[src/design/dmr_pkg.sv]
// Package for the downmix linear resampler: widths, register indexes,
// reset values, shared types and the reciprocal table of the channel count.
// No dependencies; every other design file imports it.
package dmr_pkg;

    localparam int MAX_CHANNELS = 8;
    localparam int SAMPLE_BITS  = 16;
    localparam int FRAC_BITS    = 16;
    localparam int CNT_W        = 4;
    localparam int STEP_W       = 20;
    localparam int POS_W        = 21;
    localparam int SUM_W        = SAMPLE_BITS + $clog2(MAX_CHANNELS);
    localparam int RECIP_BITS   = 24;
    localparam int RECIP_W      = RECIP_BITS + 1;
    localparam int CFG_IDX_W    = 1;
    localparam int CFG_DATA_W   = STEP_W;

    typedef logic signed [SAMPLE_BITS-1:0] sample_t;
    typedef logic signed [SUM_W-1:0]       sum_t;
    typedef logic [POS_W-1:0]              pos_t;
    typedef logic [STEP_W-1:0]             step_t;
    typedef logic [CNT_W-1:0]              count_t;
    typedef logic [CFG_IDX_W-1:0]          reg_index_t;
    typedef logic [CFG_DATA_W-1:0]         cfg_data_t;
    typedef logic [RECIP_W-1:0]            recip_t;

    // Register indexes of the configuration port.
    localparam reg_index_t REG_CHANNEL_COUNT = reg_index_t'(0);
    localparam reg_index_t REG_RATE_STEP     = reg_index_t'(1);

    localparam count_t CHANNEL_COUNT_RESET = count_t'(2);
    localparam step_t  RATE_STEP_RESET     = step_t'(196608);
    localparam count_t MAX_COUNT           = count_t'(MAX_CHANNELS);

    // One input period in position units, and the smallest allowed step.
    localparam pos_t  ONE_POS  = pos_t'(2 ** FRAC_BITS);
    localparam step_t MIN_STEP = step_t'(2 ** (FRAC_BITS - 2));

    // Effective configuration after clamping.
    typedef struct packed {
        count_t chans;
        step_t  step;
    } cfg_t;

    // Mono word from the merge stage to the interpolator.
    typedef struct packed {
        logic    valid;
        sample_t cur;
    } mono_word_t;

    // Q.24 reciprocal ceil(2^24/n) of the channel count.
    function automatic recip_t recip_of(count_t n);
        recip_t r;
        unique case (n)
            count_t'(1): r = recip_t'(16777216);
            count_t'(2): r = recip_t'(8388608);
            count_t'(3): r = recip_t'(5592406);
            count_t'(4): r = recip_t'(4194304);
            count_t'(5): r = recip_t'(3355444);
            count_t'(6): r = recip_t'(2796203);
            count_t'(7): r = recip_t'(2396746);
            count_t'(8): r = recip_t'(2097152);
            default:     r = '0;
        endcase
        return r;
    endfunction

endpackage

[src/design/dmr_frame_if.sv]
// Input channel of the resampler: one multichannel frame per word.
// Depends on dmr_pkg for the sample type.
interface dmr_frame_if;
    import dmr_pkg::*;

    logic    valid;
    logic    ready;
    sample_t chan0_sample;
    sample_t chan1_sample;
    sample_t chan2_sample;
    sample_t chan3_sample;
    sample_t chan4_sample;
    sample_t chan5_sample;
    sample_t chan6_sample;
    sample_t chan7_sample;
    logic    final_frame;

    modport source (
        output valid, chan0_sample, chan1_sample, chan2_sample, chan3_sample,
               chan4_sample, chan5_sample, chan6_sample, chan7_sample, final_frame,
        input  ready
    );
    modport sink (
        input  valid, chan0_sample, chan1_sample, chan2_sample, chan3_sample,
               chan4_sample, chan5_sample, chan6_sample, chan7_sample, final_frame,
        output ready
    );
endinterface

[src/design/dmr_result_if.sv]
// Output channel of the resampler: one mono sample per word with end flags.
// Depends on dmr_pkg for the sample type.
interface dmr_result_if;
    import dmr_pkg::*;

    logic    valid;
    logic    ready;
    sample_t mono_out;
    logic    run_end;
    logic    stream_end;

    modport source (
        output valid, mono_out, run_end, stream_end,
        input  ready
    );
    modport sink (
        input  valid, mono_out, run_end, stream_end,
        output ready
    );
endinterface

[src/design/dmr_cfg_if.sv]
// Configuration write channel: register index and write data per word.
// Depends on dmr_pkg for the index and data types.
interface dmr_cfg_if;
    import dmr_pkg::*;

    logic       valid;
    logic       ready;
    reg_index_t reg_index;
    cfg_data_t  wr_data;

    modport source (
        output valid, reg_index, wr_data,
        input  ready
    );
    modport sink (
        input  valid, reg_index, wr_data,
        output ready
    );
endinterface

[src/design/downmix_linear_resampler_top.sv]
// Downmix and linear resampler top level. One frame is in flight at a time and
// yields R results, R being 0 to 8. The lanes, the sum, the reciprocal multiply
// and the sign stage are registered in turn; then the interpolator emits one
// result per cycle through its single multiplier unless the output stalls.
// Reset clears stream state and loads channel_count = 2 and rate_step = 196608.
module downmix_linear_resampler_top (
    input  logic         clk,
    input  logic         rst_n,
    dmr_frame_if.sink    frame,
    dmr_result_if.source result,
    dmr_cfg_if.sink      cfg
);
    import dmr_pkg::*;

    count_t     channel_count_reg, channel_count_next;
    step_t      rate_step_reg, rate_step_next;
    logic       busy_reg, busy_next;
    logic       lane_valid_reg;
    logic       final_frame_reg;
    logic       accept;
    logic       done;
    cfg_t       cfg_eff;
    mono_word_t mono;
    sample_t    samples   [MAX_CHANNELS];
    sum_t       lane_vals [MAX_CHANNELS];

    // Configuration writes are always taken.
    assign cfg.ready = 1'b1;

    always_comb
    begin
        channel_count_next = channel_count_reg;
        rate_step_next     = rate_step_reg;
        if (cfg.valid)
        begin
            unique case (cfg.reg_index)
                REG_CHANNEL_COUNT: channel_count_next = cfg.wr_data[CNT_W-1:0];
                REG_RATE_STEP:     rate_step_next     = cfg.wr_data[STEP_W-1:0];
                default:           ;
            endcase
        end
    end

    // Clamp the channel count to 1..8 and the step to at least a quarter.
    always_comb
    begin
        if (channel_count_reg == '0)
        begin
            cfg_eff.chans = count_t'(1);
        end
        else if (channel_count_reg > MAX_COUNT)
        begin
            cfg_eff.chans = MAX_COUNT;
        end
        else
        begin
            cfg_eff.chans = channel_count_reg;
        end
        cfg_eff.step = (rate_step_reg < MIN_STEP) ? MIN_STEP : rate_step_reg;
    end

    // One frame in flight at a time.
    assign frame.ready = !busy_reg;
    assign accept      = frame.valid && !busy_reg;

    always_comb
    begin
        busy_next = busy_reg;
        if (accept)
        begin
            busy_next = 1'b1;
        end
        else if (done)
        begin
            busy_next = 1'b0;
        end
    end

    always_ff @(posedge clk or negedge rst_n)
    begin
        if (!rst_n)
        begin
            channel_count_reg <= CHANNEL_COUNT_RESET;
            rate_step_reg     <= RATE_STEP_RESET;
            busy_reg          <= 1'b0;
            lane_valid_reg    <= 1'b0;
        end
        else
        begin
            channel_count_reg <= channel_count_next;
            rate_step_reg     <= rate_step_next;
            busy_reg          <= busy_next;
            lane_valid_reg    <= accept;
        end
    end

    always_ff @(posedge clk)
    begin
        if (accept)
        begin
            final_frame_reg <= frame.final_frame;
        end
    end

    // Channel lanes.
    assign samples[0] = frame.chan0_sample;
    assign samples[1] = frame.chan1_sample;
    assign samples[2] = frame.chan2_sample;
    assign samples[3] = frame.chan3_sample;
    assign samples[4] = frame.chan4_sample;
    assign samples[5] = frame.chan5_sample;
    assign samples[6] = frame.chan6_sample;
    assign samples[7] = frame.chan7_sample;

    for (genvar g = 0; g < MAX_CHANNELS; g++)
    begin : g_lane
        dmr_lane u_lane (
            .clk      (clk),
            .load     (accept),
            .enable   (count_t'(g) < cfg_eff.chans),
            .sample   (samples[g]),
            .lane_val (lane_vals[g])
        );
    end

    // Lane merge into one mono word.
    dmr_merge u_merge (
        .clk        (clk),
        .rst_n      (rst_n),
        .lane_valid (lane_valid_reg),
        .lane_vals  (lane_vals),
        .cfg        (cfg_eff),
        .mono       (mono)
    );

    // Interpolation and output.
    dmr_interp u_interp (
        .clk         (clk),
        .rst_n       (rst_n),
        .mono        (mono),
        .final_frame (final_frame_reg),
        .cfg         (cfg_eff),
        .done        (done),
        .out_valid   (result.valid),
        .out_ready   (result.ready),
        .mono_out    (result.mono_out),
        .run_end     (result.run_end),
        .stream_end  (result.stream_end)
    );
endmodule

[src/design/dmr_lane.sv]
// One channel lane: gates a sample by the active channel count and
// sign-extends it to the width of the channel sum. Depends on dmr_pkg.
module dmr_lane (
    input  logic             clk,
    input  logic             load,
    input  logic             enable,
    input  dmr_pkg::sample_t sample,
    output dmr_pkg::sum_t    lane_val
);
    import dmr_pkg::*;

    sum_t lane_val_reg;
    sum_t lane_val_next;

    // Inactive channels contribute zero to the sum.
    always_comb
    begin
        lane_val_next = lane_val_reg;
        if (load)
        begin
            lane_val_next = enable ? sum_t'(sample) : '0;
        end
    end

    always_ff @(posedge clk)
    begin
        lane_val_reg <= lane_val_next;
    end

    assign lane_val = lane_val_reg;
endmodule

[src/design/dmr_merge.sv]
// Merge stage: adds the lane values and scales the sum by the tabulated
// reciprocal of the channel count, truncating toward zero. Depends on dmr_pkg.
module dmr_merge (
    input  logic                clk,
    input  logic                rst_n,
    input  logic                lane_valid,
    input  dmr_pkg::sum_t       lane_vals [dmr_pkg::MAX_CHANNELS],
    input  dmr_pkg::cfg_t       cfg,
    output dmr_pkg::mono_word_t mono
);
    import dmr_pkg::*;

    localparam int PROD_W = SUM_W + RECIP_W;

    logic                  sum_valid_reg;
    logic                  prod_valid_reg;
    logic                  cur_valid_reg;
    sum_t                  sum_reg;
    sum_t                  sum_next;
    logic                  neg_reg;
    logic [PROD_W-1:0]     prod_reg;
    logic [PROD_W-1:0]     prod_next;
    logic [SUM_W-1:0]      mag;
    logic [SAMPLE_BITS-1:0] quot;
    sample_t               cur_reg;
    sample_t               cur_next;

    // Channel sum over all lanes; inactive lanes hold zero.
    always_comb
    begin
        sum_next = '0;
        for (int i = 0; i < MAX_CHANNELS; i++)
        begin
            sum_next = sum_next + lane_vals[i];
        end
    end

    // Magnitude times the Q.24 reciprocal.
    always_comb
    begin
        mag       = sum_reg[SUM_W-1] ? SUM_W'(-sum_reg) : SUM_W'(sum_reg);
        prod_next = PROD_W'(mag) * PROD_W'(recip_of(cfg.chans));
    end

    // Drop the fraction and restore the sign.
    always_comb
    begin
        quot     = prod_reg[RECIP_BITS+SAMPLE_BITS-1:RECIP_BITS];
        cur_next = neg_reg ? sample_t'(-quot) : sample_t'(quot);
    end

    always_ff @(posedge clk or negedge rst_n)
    begin
        if (!rst_n)
        begin
            sum_valid_reg  <= 1'b0;
            prod_valid_reg <= 1'b0;
            cur_valid_reg  <= 1'b0;
        end
        else
        begin
            sum_valid_reg  <= lane_valid;
            prod_valid_reg <= sum_valid_reg;
            cur_valid_reg  <= prod_valid_reg;
        end
    end

    always_ff @(posedge clk)
    begin
        sum_reg  <= sum_next;
        neg_reg  <= sum_reg[SUM_W-1];
        prod_reg <= prod_next;
        cur_reg  <= cur_next;
    end

    assign mono.valid = cur_valid_reg;
    assign mono.cur   = cur_reg;
endmodule

[src/design/dmr_interp.sv]
// Interpolation sequencer: walks the output positions between the previous
// and the current mono sample, then the tail copies on the final frame.
// One multiplier stage and one output register. Depends on dmr_pkg.
module dmr_interp (
    input  logic                clk,
    input  logic                rst_n,
    input  dmr_pkg::mono_word_t mono,
    input  logic                final_frame,
    input  dmr_pkg::cfg_t       cfg,
    output logic                done,
    output logic                out_valid,
    input  logic                out_ready,
    output dmr_pkg::sample_t    mono_out,
    output logic                run_end,
    output logic                stream_end
);
    import dmr_pkg::*;

    typedef enum logic [1:0] {
        ST_IDLE,
        ST_INTERP,
        ST_TAIL
    } state_t;

    state_t  state_reg, state_next;
    sample_t prev_reg, prev_next;
    logic    have_prev_reg, have_prev_next;
    pos_t    pos_reg, pos_next;
    sample_t cur_reg, cur_next;

    logic    s1_valid_reg, s1_valid_next;
    sample_t s1_base_reg, s1_base_next;
    sample_t s1_delta_reg, s1_delta_next;
    logic    s1_run_end_reg, s1_run_end_next;
    logic    s1_stream_end_reg, s1_stream_end_next;

    logic    out_valid_reg, out_valid_next;
    sample_t out_mono_reg, out_mono_next;
    logic    out_run_end_reg, out_run_end_next;
    logic    out_stream_end_reg, out_stream_end_next;

    logic    out_free;
    logic    issue_ok;
    logic    s1_move;
    logic    issue;
    logic    issue_tail;
    logic    issue_last;
    logic    issue_stream;
    pos_t    step_pos;
    pos_t    next_pos;
    pos_t    wrap_pos;
    pos_t    start_pos;

    logic signed [SAMPLE_BITS:0]             diff_w;
    logic signed [FRAC_BITS:0]               frac_w;
    logic signed [SAMPLE_BITS+FRAC_BITS+1:0] prod_w;

    // Handshake between the multiplier stage and the output register.
    assign out_free = !out_valid_reg || out_ready;
    assign issue_ok = !s1_valid_reg || out_free;
    assign s1_move  = s1_valid_reg && out_free;

    // Position arithmetic for the next output.
    always_comb
    begin
        step_pos  = pos_t'(cfg.step);
        next_pos  = pos_reg + step_pos;
        wrap_pos  = next_pos - ONE_POS;
        start_pos = have_prev_reg ? (pos_reg - ONE_POS) : pos_reg;
    end

    // Interpolation product (cur - prev) * frac, floor-shifted.
    always_comb
    begin
        diff_w = $signed({cur_reg[SAMPLE_BITS-1], cur_reg})
               - $signed({prev_reg[SAMPLE_BITS-1], prev_reg});
        frac_w = $signed({1'b0, pos_reg[FRAC_BITS-1:0]});
        prod_w = diff_w * frac_w;
    end

    // Sequencer: decides which positions produce a word and what follows.
    always_comb
    begin
        state_next     = state_reg;
        prev_next      = prev_reg;
        have_prev_next = have_prev_reg;
        pos_next       = pos_reg;
        cur_next       = cur_reg;
        done           = 1'b0;
        issue          = 1'b0;
        issue_tail     = 1'b0;
        issue_last     = 1'b0;
        issue_stream   = 1'b0;

        unique case (state_reg)
            ST_IDLE:
            begin
                if (mono.valid)
                begin
                    cur_next = mono.cur;
                    if (have_prev_reg && (pos_reg < ONE_POS))
                    begin
                        state_next = ST_INTERP;
                    end
                    else if (final_frame && (start_pos < ONE_POS))
                    begin
                        pos_next   = start_pos;
                        state_next = ST_TAIL;
                    end
                    else if (final_frame)
                    begin
                        prev_next      = '0;
                        have_prev_next = 1'b0;
                        pos_next       = '0;
                        done           = 1'b1;
                    end
                    else
                    begin
                        prev_next      = mono.cur;
                        have_prev_next = 1'b1;
                        pos_next       = start_pos;
                        done           = 1'b1;
                    end
                end
            end
            ST_INTERP:
            begin
                if (issue_ok)
                begin
                    issue = 1'b1;
                    if (next_pos < ONE_POS)
                    begin
                        pos_next = next_pos;
                    end
                    else if (final_frame && (wrap_pos < ONE_POS))
                    begin
                        pos_next   = wrap_pos;
                        state_next = ST_TAIL;
                    end
                    else if (final_frame)
                    begin
                        issue_last     = 1'b1;
                        issue_stream   = 1'b1;
                        prev_next      = '0;
                        have_prev_next = 1'b0;
                        pos_next       = '0;
                        done           = 1'b1;
                        state_next     = ST_IDLE;
                    end
                    else
                    begin
                        issue_last     = 1'b1;
                        prev_next      = cur_reg;
                        have_prev_next = 1'b1;
                        pos_next       = wrap_pos;
                        done           = 1'b1;
                        state_next     = ST_IDLE;
                    end
                end
            end
            ST_TAIL:
            begin
                if (issue_ok)
                begin
                    issue      = 1'b1;
                    issue_tail = 1'b1;
                    if (next_pos < ONE_POS)
                    begin
                        pos_next = next_pos;
                    end
                    else
                    begin
                        issue_last     = 1'b1;
                        issue_stream   = 1'b1;
                        prev_next      = '0;
                        have_prev_next = 1'b0;
                        pos_next       = '0;
                        done           = 1'b1;
                        state_next     = ST_IDLE;
                    end
                end
            end
            default:
            begin
                state_next = ST_IDLE;
            end
        endcase
    end

    // Multiplier stage: tail copies use a zero delta.
    always_comb
    begin
        s1_valid_next      = s1_valid_reg;
        s1_base_next       = s1_base_reg;
        s1_delta_next      = s1_delta_reg;
        s1_run_end_next    = s1_run_end_reg;
        s1_stream_end_next = s1_stream_end_reg;
        if (issue)
        begin
            s1_valid_next      = 1'b1;
            s1_base_next       = issue_tail ? cur_reg : prev_reg;
            s1_delta_next      = issue_tail ? '0
                               : sample_t'(prod_w[SAMPLE_BITS+FRAC_BITS-1:FRAC_BITS]);
            s1_run_end_next    = issue_last;
            s1_stream_end_next = issue_stream;
        end
        else if (s1_move)
        begin
            s1_valid_next = 1'b0;
        end
    end

    // Output register.
    always_comb
    begin
        out_valid_next      = out_valid_reg;
        out_mono_next       = out_mono_reg;
        out_run_end_next    = out_run_end_reg;
        out_stream_end_next = out_stream_end_reg;
        if (s1_move)
        begin
            out_valid_next      = 1'b1;
            out_mono_next       = s1_base_reg + s1_delta_reg;
            out_run_end_next    = s1_run_end_reg;
            out_stream_end_next = s1_stream_end_reg;
        end
        else if (out_ready)
        begin
            out_valid_next = 1'b0;
        end
    end

    always_ff @(posedge clk or negedge rst_n)
    begin
        if (!rst_n)
        begin
            state_reg          <= ST_IDLE;
            prev_reg           <= '0;
            have_prev_reg      <= 1'b0;
            pos_reg            <= '0;
            cur_reg            <= '0;
            s1_valid_reg       <= 1'b0;
            s1_base_reg        <= '0;
            s1_delta_reg       <= '0;
            s1_run_end_reg     <= 1'b0;
            s1_stream_end_reg  <= 1'b0;
            out_valid_reg      <= 1'b0;
            out_mono_reg       <= '0;
            out_run_end_reg    <= 1'b0;
            out_stream_end_reg <= 1'b0;
        end
        else
        begin
            state_reg          <= state_next;
            prev_reg           <= prev_next;
            have_prev_reg      <= have_prev_next;
            pos_reg            <= pos_next;
            cur_reg            <= cur_next;
            s1_valid_reg       <= s1_valid_next;
            s1_base_reg        <= s1_base_next;
            s1_delta_reg       <= s1_delta_next;
            s1_run_end_reg     <= s1_run_end_next;
            s1_stream_end_reg  <= s1_stream_end_next;
            out_valid_reg      <= out_valid_next;
            out_mono_reg       <= out_mono_next;
            out_run_end_reg    <= out_run_end_next;
            out_stream_end_reg <= out_stream_end_next;
        end
    end

    assign out_valid  = out_valid_reg;
    assign mono_out   = out_mono_reg;
    assign run_end    = out_run_end_reg;
    assign stream_end = out_stream_end_reg;
endmodule
[src/flat_wrapper.sv]
// flat-port wrapper written by rule: the top's interface ports become plain ports
module downmix_linear_resampler_top_flat import dmr_pkg::*;
  (clk, rst_n, frame_valid, frame_chan0_sample, frame_chan1_sample, frame_chan2_sample, frame_chan3_sample, frame_chan4_sample, frame_chan5_sample, frame_chan6_sample, frame_chan7_sample, frame_final_frame, frame_ready, result_valid, result_mono_out, result_run_end, result_stream_end, result_ready, cfg_valid, cfg_reg_index, cfg_wr_data, cfg_ready);
  dmr_frame_if frame_i ();
  dmr_result_if result_i ();
  dmr_cfg_if cfg_i ();
  input  logic clk;
  input  logic rst_n;
  input wire logic [$bits(frame_i.valid)-1:0] frame_valid;
  input wire logic [$bits(frame_i.chan0_sample)-1:0] frame_chan0_sample;
  input wire logic [$bits(frame_i.chan1_sample)-1:0] frame_chan1_sample;
  input wire logic [$bits(frame_i.chan2_sample)-1:0] frame_chan2_sample;
  input wire logic [$bits(frame_i.chan3_sample)-1:0] frame_chan3_sample;
  input wire logic [$bits(frame_i.chan4_sample)-1:0] frame_chan4_sample;
  input wire logic [$bits(frame_i.chan5_sample)-1:0] frame_chan5_sample;
  input wire logic [$bits(frame_i.chan6_sample)-1:0] frame_chan6_sample;
  input wire logic [$bits(frame_i.chan7_sample)-1:0] frame_chan7_sample;
  input wire logic [$bits(frame_i.final_frame)-1:0] frame_final_frame;
  output wire logic [$bits(frame_i.ready)-1:0] frame_ready;
  output wire logic [$bits(result_i.valid)-1:0] result_valid;
  output wire logic [$bits(result_i.mono_out)-1:0] result_mono_out;
  output wire logic [$bits(result_i.run_end)-1:0] result_run_end;
  output wire logic [$bits(result_i.stream_end)-1:0] result_stream_end;
  input wire logic [$bits(result_i.ready)-1:0] result_ready;
  input wire logic [$bits(cfg_i.valid)-1:0] cfg_valid;
  input wire logic [$bits(cfg_i.reg_index)-1:0] cfg_reg_index;
  input wire logic [$bits(cfg_i.wr_data)-1:0] cfg_wr_data;
  output wire logic [$bits(cfg_i.ready)-1:0] cfg_ready;
  assign frame_i.valid = frame_valid;
  assign frame_i.chan0_sample = frame_chan0_sample;
  assign frame_i.chan1_sample = frame_chan1_sample;
  assign frame_i.chan2_sample = frame_chan2_sample;
  assign frame_i.chan3_sample = frame_chan3_sample;
  assign frame_i.chan4_sample = frame_chan4_sample;
  assign frame_i.chan5_sample = frame_chan5_sample;
  assign frame_i.chan6_sample = frame_chan6_sample;
  assign frame_i.chan7_sample = frame_chan7_sample;
  assign frame_i.final_frame = frame_final_frame;
  assign frame_ready = frame_i.ready;
  assign result_valid = result_i.valid;
  assign result_mono_out = result_i.mono_out;
  assign result_run_end = result_i.run_end;
  assign result_stream_end = result_i.stream_end;
  assign result_i.ready = result_ready;
  assign cfg_i.valid = cfg_valid;
  assign cfg_i.reg_index = cfg_reg_index;
  assign cfg_i.wr_data = cfg_wr_data;
  assign cfg_ready = cfg_i.ready;
  downmix_linear_resampler_top u_core (.clk(clk), .rst_n(rst_n), .frame(frame_i), .result(result_i), .cfg(cfg_i));
endmodule
[config.mk]
export PLATFORM = sky130hd
export DESIGN_NAME = downmix_linear_resampler_top_flat
export DESIGN_NICKNAME = d
export VERILOG_FILES = /design/src/design/dmr_pkg.sv /design/src/design/dmr_frame_if.sv /design/src/design/dmr_result_if.sv /design/src/design/dmr_cfg_if.sv /design/src/design/downmix_linear_resampler_top.sv /design/src/design/dmr_lane.sv /design/src/design/dmr_merge.sv /design/src/design/dmr_interp.sv /design/src/flat_wrapper.sv
export SDC_FILE = /design/constraint.sdc
export NUM_CORES = 2
export LEC_CHECK = 0
export BUFFER_PORTS_ARGS = -buffer_cell sky130_fd_sc_hd__buf_2
export CAP_MARGIN = 20
export CORE_MARGIN = 4
export CORE_UTILIZATION = 35
export CTS_CLUSTER_DIAMETER = 200
export DETAILED_ROUTE_END_ITERATION = 6
export SLEW_MARGIN = 20
export SYNTH_ARGS = -nofsm -noshare
export SYNTH_HDL_FRONTEND = slang
export SYNTH_HIERARCHICAL = 1
export SYNTH_SLANG_ARGS = --single-unit
[constraint.sdc]
create_clock -name clk -period 8.9 [get_ports clk]
set_input_delay 0.89 -clock clk [delete_from_list [all_inputs] [get_ports clk]]
set_output_delay 0.89 -clock clk [all_outputs]
set_load 0.005 [all_outputs]
==> impl_metrics.toml <==
[critical_path]
path_max_fanout = 4
r2r_cells = 33
r2r-end = "u_core/u_interp/s1_delta_reg[15]$_DFFE_PN0P_"
path_class = "reg -> reg"
cp_slowest_cell = "fa_1"
critPathRequiredTime_ns = 9.41
cpPeakStageDelay_ns = 0.54
worst-endpoint-arrival_ns = 8.94
crit_top_cell = "fa_1"
cp-end-kind = "flip-flop"
reg2reg_slack_ns = 0.48
regToRegStartpoint = "u_core/u_interp/prev_reg[1]$_DFFE_PN0P_"
start_kind = "flip-flop"

[run]
cap_violations = 0

[cts]
cts_root_buffer = "clkbuf_16"
clkLatencyLatePin_ns = 0.60
numClockSinks = 320
cts_max_level = 2
cts_buffer_depth = 3
numCtsBuffers = 40
cts_tree = "yes"
clkTransAtPathRegs_ns = 0.06

[finish]
largest_reg_flops = 128
finalNonFillerCells = 6035
area_growth_pct = 10.1
drive_gt1_frac = 0.119
fin_nets = 5553
design_area_um2 = 46000

[timing]
setup_tns_ns = 0
fin_crit_ns = 8.42
slew_violations = 0
finalSetupViolations = 0
fin_ws_ns = 0.475
max_slew_margin = 0.232
rsz0062_at_grt = "false"
period_share = 0.947
tightest_slew_ns = 1.14
max_freq_ghz = 0.119
clock_skew_ns = 0.0281
hold_viol_final = 0

[drt]
vias = 28833
ant_nets = 0
drtIter0Drc = 1913
routed_via_density = 4.78
drc = 0
drt_wl_total_mm = 112
avgRoutedWirePerCell_um = 18.5
drt_first_pass_iters = 5

[hold_path]
worstHoldPathType = "reg -> reg"
holdPathStages = 0
whs_endpoint = "u_core/u_merge/sum_valid_reg$_DFF_PN0_"
min_from = "u_core/lane_valid_reg$_DFF_PN0_"

[global_route]
grt_pass1_vias = 31192
antenna_found_initial = 11
grt_overflow = 0
grtUsageTotal = 0.183
grt_pass1_wl_mm = 178
grt_max_degree = 132

[placement]
port_buffers = 174
gp_congestion = 0.959
postPlaceCellArea_um2 = 44600
dp_slack_ns = -0.108
hpwl_mm = 93.1
placed_cells = 5958

[synth]
synth_top_cell_area_share = 0.348
synth_common_cells = "1,049 x inv_1, 727 x fa_1, 382 x nand2_1"
ys_dominant_reg_cell = "dfrtp_1"
synth-seq-cells = 320
async_flop_share = 0.434
synth_edf_count = 129
yosysUniqueCellTypes = 103
seq_area_frac_synth = 0.201
synth_cells = 4254
yosys_warnings = 6
synth_most_common_cell = "inv_1"
synth_top_cells_by_area = "fa_1 35%, inv_1 9.4%, edfxtp_1 9.3%"
post_synth.cell_area_avg_um2 = 9.83
syn_area_um2 = 41800
yosysTopAreaCell = "fa_1"

[power_and_ir_drop]
peakVddDrop_mv = 0.473
powerDensity_nw_per_um2 = 363
power.leakage_uw = 0.0231

[outcome]
outcome = "complete, no violations"

[floorplan]
initial_core_util = 0.353
die-area_um2 = 125000
dieWidth_um = 354
core_um2 = 118000
io-pin-count = 176
die_height_um = 354
num_rows = 126
-- cell usage in the layout (no fill, tap or decap), types with 52 or more instances in the layout --
cell type,Yosys,final
nand3_1,54,54
edfxtp_1,129,129
a21oi_1,86,85
buf_2,5,173
and2_2,96,96
fa_1,727,727
buf_4,27,87
dfrtp_1,136,136
and2_1,145,145
dfxtp_1,52,52
nand2_1,382,381
nor2_1,159,159
ha_1,269,269
inv_1,1049,1049
o21ai_0,88,88
xnor2_1,118,116
-- power by group --
| group | internal [uW] | total (uW) | leakage [uW] | switching, uW |
|---|---|---|---|---|
| logic | 5030 | 12400 | 0.0189 | 7380 |
| clock network | 1040 | 1720 | 0.000667 | 673 |
| registers | 2150 | 2590 | 0.00346 | 440 |
| total | 8230 | 16700 | 0.0231 | 8490 |
-- cell families (layout without fill, tap and decap cells) --
| group | Yosys count | after routing | share of synthesized area |
|---|---|---|---|
| DFF | 320 | 320 | 0.201 |
| muxes | 82 | 82 | 0.0211 |
| and+or+nand+nor | 1026 | 1026 | 0.125 |
| adders and majority gates | 996 | 996 | 0.428 |
| AOI/OAI and AO/OA | 443 | 443 | 0.0732 |
| other | 1 | 11 | 0.0000897 |
| xor gates and xnor gates | 173 | 173 | 0.0371 |
| buffers and inverters | 1213 | 1384 | 0.114 |
-- worst max-delay path by stage --
stage | from | endpoint | depth (start not counted)
2_1_floorplan | u_core/u_interp/prev_reg[1]$_DFFE_PN0P_ | u_core/u_interp/s1_delta_reg[15]$_DFFE_PN0P_ | 32
3_3_place_gp | u_core/u_interp/prev_reg[1]$_DFFE_PN0P_ | u_core/u_interp/s1_delta_reg[15]$_DFFE_PN0P_ | 33
3_5_place_dp | u_core/u_interp/prev_reg[1]$_DFFE_PN0P_ | u_core/u_interp/s1_delta_reg[14]$_DFFE_PN0P_ | 33
4_1_cts | u_core/u_interp/prev_reg[1]$_DFFE_PN0P_ | u_core/u_interp/s1_delta_reg[15]$_DFFE_PN0P_ | 33
5_1_grt | u_core/u_interp/cur_reg[0]$_DFFE_PN0P_ | u_core/u_interp/s1_delta_reg[15]$_DFFE_PN0P_ | 31
6_report | u_core/u_interp/prev_reg[1]$_DFFE_PN0P_ | u_core/u_interp/s1_delta_reg[15]$_DFFE_PN0P_ | 33
-- repair_timing --
item / 4_1_cts / 5_1_grt
pin swaps: 0 / 2
resized for setup: 4 / 9
setup endpoints to repair: 3 / 6
buffers inserted: 0 / 2
hold buffers: 0 / 0
-- worst max-delay path: cells and delay by family (launching register included) --
kind	cells	cell delay [ns]
adders and majority gates	8	3.46
AOI/OAI and AO/OA	15	3.20
and+or+nand+nor	4	0.62
buffers and inverters	5	0.31
muxes	1	0.36
DFF	1	0.38
-- per-stage QoR --
step,util,power (uW),hold WS (ns)
6_report,0.389,16700,0.340
3_5_place_dp,0.376,15000,0.342
2_1_floorplan,-,11500,0.331
4_1_cts,0.388,16800,0.345
5_1_grt,0.389,18600,0.348
3_3_place_gp,0.376,14800,0.336
-- per-layer routing --
metal	up-vias	track usage	wire length (um)
met5	-	0	27
met4	4	0.0698	4700
li1	13306	-	-
met2	878	0.293	50800
met1	14444	0.244	48200
met3	201	0.0382	8070
-- cell type report --
| type | count | area (um2) |
|---|---|---|
| Clock inverter | 18 | 241 |
| Tap cell | 1600 | 2000 |
| Sequential cell | 320 | 8400 |
| Inverter | 1050 | 3940 |
| Fill cell | 11688 | 72400 |
| Antenna cell | 3 | 7.51 |
| Multi-Input combinational cell | 2728 | 28800 |
| Clock buffer | 54 | 1140 |
| Timing Repair Buffer | 262 | 1550 |
(Power assumes the default switching activity.)
